## src/hdl/pcrg_pkg.sv

```systemverilog
// ----------------------------------------------------------------------------
// pcrg_pkg
// Shared widths, register indexes, the divider stage record and its step.
// ----------------------------------------------------------------------------
package pcrg_pkg;

    localparam int PW     = 10;
    localparam int GW     = 10;
    localparam int PTW    = GW + 1;
    localparam int FW     = 20;
    localparam int PACK_W = 3 * FW;
    localparam int EW     = GW + 3;
    localparam int DW     = GW + 2;
    localparam int QW     = FW + 1;
    localparam int UW     = FW + EW;
    localparam int NW     = UW + 1;
    localparam int PRW    = PW + 1;
    localparam int IW     = PW + 1;
    localparam int MW     = FW + IW;
    localparam int SW     = MW + 2;
    localparam int OW     = 32;
    localparam int CFG_IW = 3;

    localparam logic [PW-1:0] END_RST = PW'(1023);

    localparam logic [CFG_IW-1:0] REG_ORIGIN   = CFG_IW'(0);
    localparam logic [CFG_IW-1:0] REG_STEP     = CFG_IW'(1);
    localparam logic [CFG_IW-1:0] REG_START    = CFG_IW'(2);
    localparam logic [CFG_IW-1:0] REG_END      = CFG_IW'(3);
    localparam logic [CFG_IW-1:0] REG_ACTIVE   = CFG_IW'(4);
    localparam logic [CFG_IW-1:0] REG_INACTIVE = CFG_IW'(5);
    localparam logic [CFG_IW-1:0] REG_HALF     = CFG_IW'(6);

    typedef struct packed {
        logic [2:0][DW-1:0] rem;
        logic [2:0][QW-1:0] quo;
        logic [2:0]         neg;
        logic [PTW-1:0]     pts;
        logic [PRW-1:0]     prem;
        logic [QW-1:0]      pquo;
        logic               first;
        logic               win;
    } t_div;

    function automatic logic signed [FW-1:0] axis_field(logic [PACK_W-1:0] pk, int axis);
        return pk[FW*axis +: FW];
    endfunction

    function automatic t_div div_step(t_div s, logic [PRW-1:0] period);
        t_div         o;
        logic [DW:0]  t;
        logic [DW:0]  d;
        logic [DW:0]  diff;
        logic [PRW:0] tp;
        logic [PRW:0] dp;
        o = s;
        d = {1'b0, s.pts, 1'b0};
        for (int k = 0; k < 3; k++) begin
            t = {s.rem[k], s.quo[k][QW-1]};
            o.quo[k] = {s.quo[k][QW-2:0], 1'b0};
            if (t >= d) begin
                diff        = t - d;
                o.rem[k]    = diff[DW-1:0];
                o.quo[k][0] = 1'b1;
            end else begin
                o.rem[k] = t[DW-1:0];
            end
        end
        tp = {s.prem, s.pquo[QW-1]};
        o.pquo = {s.pquo[QW-2:0], 1'b0};
        if (tp >= {1'b0, period}) begin
            dp        = tp - {1'b0, period};
            o.prem    = dp[PRW-1:0];
            o.pquo[0] = 1'b1;
        end else begin
            o.prem = tp[PRW-1:0];
        end
        return o;
    endfunction

endpackage

```

## src/hdl/pcrg_div_stage.sv

```systemverilog
// ----------------------------------------------------------------------------
// pcrg_div_stage
// One registered restoring-division step for the three axes and the phase.
// ----------------------------------------------------------------------------
module pcrg_div_stage (
    input  logic                        i_clk,
    input  logic                        i_rst_n,
    input  logic [pcrg_pkg::PRW-1:0]    i_period,
    input  logic                        i_valid,
    output logic                        o_ready,
    input  pcrg_pkg::t_div              i_data,
    output logic                        o_valid,
    input  logic                        i_ready,
    output pcrg_pkg::t_div              o_data
);

    logic           r_valid;
    pcrg_pkg::t_div r_data;
    pcrg_pkg::t_div n_data;

    assign o_ready = !r_valid || i_ready;
    assign n_data  = pcrg_pkg::div_step(i_data, i_period);

    always_ff @(posedge i_clk) begin
        if (!i_rst_n) begin
            r_valid <= 1'b0;
        end else if (o_ready) begin
            r_valid <= i_valid;
        end
    end

    always_ff @(posedge i_clk) begin
        if (o_ready) begin
            r_data <= n_data;
        end
    end

    assign o_valid = r_valid;
    assign o_data  = r_data;

endmodule

```

## config.mk

```make
export PLATFORM = sky130hd
export DESIGN_NAME = pcrg_div_stage
export DESIGN_NICKNAME = d
export VERILOG_FILES = /design/src/hdl/pcrg_pkg.sv /design/src/hdl/pcrg_div_stage.sv
export SDC_FILE = /design/constraint.sdc
export NUM_CORES = 1
export LEC_CHECK = 0
export ABC_AREA = 1
export BUFFER_PORTS_ARGS = -buffer_cell sky130_fd_sc_hd__buf_2
export CORE_MARGIN = 5
export CORE_UTILIZATION = 53
export DETAILED_ROUTE_END_ITERATION = 16
export GPL_TIMING_DRIVEN = 0
export PLACE_DENSITY = 0.93
export SLEW_MARGIN = 0
export SYNTH_ARGS = -nofsm -noshare
export SYNTH_HDL_FRONTEND = slang
export SYNTH_SLANG_ARGS = --single-unit
```

## constraint.sdc

```tcl
create_clock -name i_clk -period 15.5 [get_ports i_clk]
set_input_delay 4.65 -clock i_clk [delete_from_list [all_inputs] [get_ports i_clk]]
set_output_delay 4.65 -clock i_clk [all_outputs]
set_load 0.02 [all_outputs]
```

==> out/qor.yml <==
fin_nets: 1323
holdWs_ns: 0.969
worst-path-buf-inv: 3
drt-wirelength-per-cell_um: 16.9
dr.pass1.iters: 5
ys_top_cells_by_area: "edfxtp_1, nand2_1, ha_1"
antenna_found_initial: 2
cpPeakStageDelay_ns: 0.39
reg2reg_from: "o_valid"
tns_ns: 0
hold_buffers: 0
ir_drop_v: 0.0000736
crit_top_cell: "buf_2"
clock-sinks: 148
track_usage: 0.249
dieArea_mm2: 0.0171
cpMaxStageDelayCell: "nand2_4"
cp_cell_sequence: "buf_2, inv_1, nand2_4, buf_2"
worst_setup_path_start_kind: "input port"
grt_pass1_vias: 6233
cts.clk_slew.worst_paths_ns: 0.06
wl_um: 22100
cts_buffers: 17
synth_nets: 992
setup.worst_path.end_class: "primary output"
maxCapViolCount: 0
syn_area_mm2: 0.00772
worstSkewPairLatency_ns: 0.42
instances_no_fill: 1311
hold_depth: 1
clockRootBuffer: "clkbuf_16"
rows: 44
gr-total-overflow: 0
synth.ff_latch_count: 148
gp_congestion: 0.937
slew_headroom: 0.657
hp-class: "flip-flop to flip-flop"
clk_path_buf_depth: 2
crit_family: "buffers and inverters"
drive_gt1_frac: 0.340
syn_avg_cell_area_um2: 9.87
fp.coreArea_mm2: 0.0144
grt_max_degree: 65
postLayoutCellArea_mm2: 0.0101
ioPinCount: 311
crit_arrival_ns: 5.44
skew_ns: 0.00866
rsz0062_at_grt: "false"
final_antenna_net_count: 0
fin_crit_sh: 0.651
timing.rr.end: "o_data[82]"
hold_viol: 0
viasPerCell: 5.08
cts_tree: "built"
grt_first_pass_wirelength_um: 32300
regArea_mm2: 0.00443
reg2reg_depth: 2
synth.most_common_cell: "nand2_1"
cts.htree.levels: 4
slew_viol_final: 0
die_w_um: 131
dp_hpwl_um: 17900
dp_cells: 1278
worst_ep_required_time_ns: 10.85
ys.warnings.count: 0
ys.flop_type: "edfxtp_1"
cellPowerDensity_mw_per_mm2: 114
worstSetupPathType: "input port to primary output"
r2r_slack_ns: 14.04
detail_route.iter0.violations: 467
synth_cell_types: 33
status: "complete, no violations"
placed_cell_area_mm2: 0.00956
max_freq_mhz: 99.1
synth.top_cells.by_count: "nand2_1, edfxtp_1, inv_1"
async_reset_ff_frac: 0
post-route-util: 0.702
multiInputGateArea_mm2: 0.00282
port_buffers: 310
yosysTopAreaCell: "edfxtp_1"
hold_end: "o_data[87]"
setup_violations: 0
start_util: 0.535
syn_inst: 782
cp_max_fo: 35
num_vias: 6666
cp.depth: 4
ys_seq_area_frac: 0.574
period_minus_slack_ns: 10.09
areaGrowthSynthToFinish_pct: 31.3
fillers: 1078
cts_resized: 0
hp-start: "o_valid"
synth-edff-count: 147
tightest_slew_ns: 0.514
fp.dieH_um: 131
cts_setup_buffers: 0
power.leakage_uw: 0.00516
synth_top_cell_area_share: 0.572
drcViolationCount: 0
## logic make-up after synthesis
logic type | Yosys count | synth area share
and+or+nand+nor | 434 | 0.252
DFF | 148 | 0.574
buffers and inverters | 115 | 0.0611
adders and majority gates | 48 | 0.0817
AOI/OAI and AO/OA | 25 | 0.0170
xor gates and xnor gates | 12 | 0.0136
## power breakdown
| part | leakage (uW) | total, uW | internal (uW) | switching (uW) |
|---|---|---|---|---|
| Sequential | 0.00153 | 500 | 489 | 10.4 |
| Combinational | 0.00336 | 261 | 89.7 | 171 |
| Clock | 0.000273 | 389 | 212 | 177 |
## cell usage in the layout (no fill, tap or decap), drive strengths merged, types with 5 or more instances in the layout
cell    synthesis  final
nor2           53     53
ha             44     44
a21oi          16     16
nand3b         14     14
xor2           11     11
buf             5    317
or2             7      7
clkinv          0      5
o21ai           8      8
edfxtp        147    147
clkbuf          0     17
nand2         283    283
nand3          54     54
inv           110    118
nand4          16     16
## worst reg2reg max path, delay by kind of cell, from the launching register on
kind | cells | cell delay, ns
flops | 1 | 0.34
simple gates | 1 | 0.41
buf+inv | 1 | 0.35
## layer usage
metal | wire, um | global-route usage
met5 | 13 | 0
met1 | 8520 | 0.307
met4 | 575 | 0.0829
met3 | 2000 | 0.0593
met2 | 11000 | 0.432
## flip-flops by register name, indices dropped and copies added (netlist names)
name	count
o_data	147
o_valid	1
## final cells by class
cell class                      count  share of cell area
Antenna cell                        1            0.000247
Clock inverter                     15              0.0140
Clock buffer                       17              0.0420
Buffer                              5             0.00580
Sequential cell                   148               0.438
Tap cell                          184              0.0227
Timing Repair Buffer              312               0.159
Inverter                          110              0.0408
Multi-Input combinational cell    519               0.278
## how the worst max path moves through the flow
stage                     startpoint      end
after global placement       i_ready  o_ready
after global routing         i_ready  o_ready
after CTS                    i_ready  o_ready
after detailed placement     i_ready  o_ready
after floorplan              i_ready  o_ready
final                        i_ready  o_ready
## through the flow
step,setup slack (ns),total power [uW]
6_report,5.41,1150
4_1_cts,5.41,1160
3_3_place_gp,1.20,760
5_1_grt,5.37,1200
2_1_floorplan,2.94,674
3_5_place_dp,5.41,769
No activity file was read; power rests on OpenSTA's default activity.
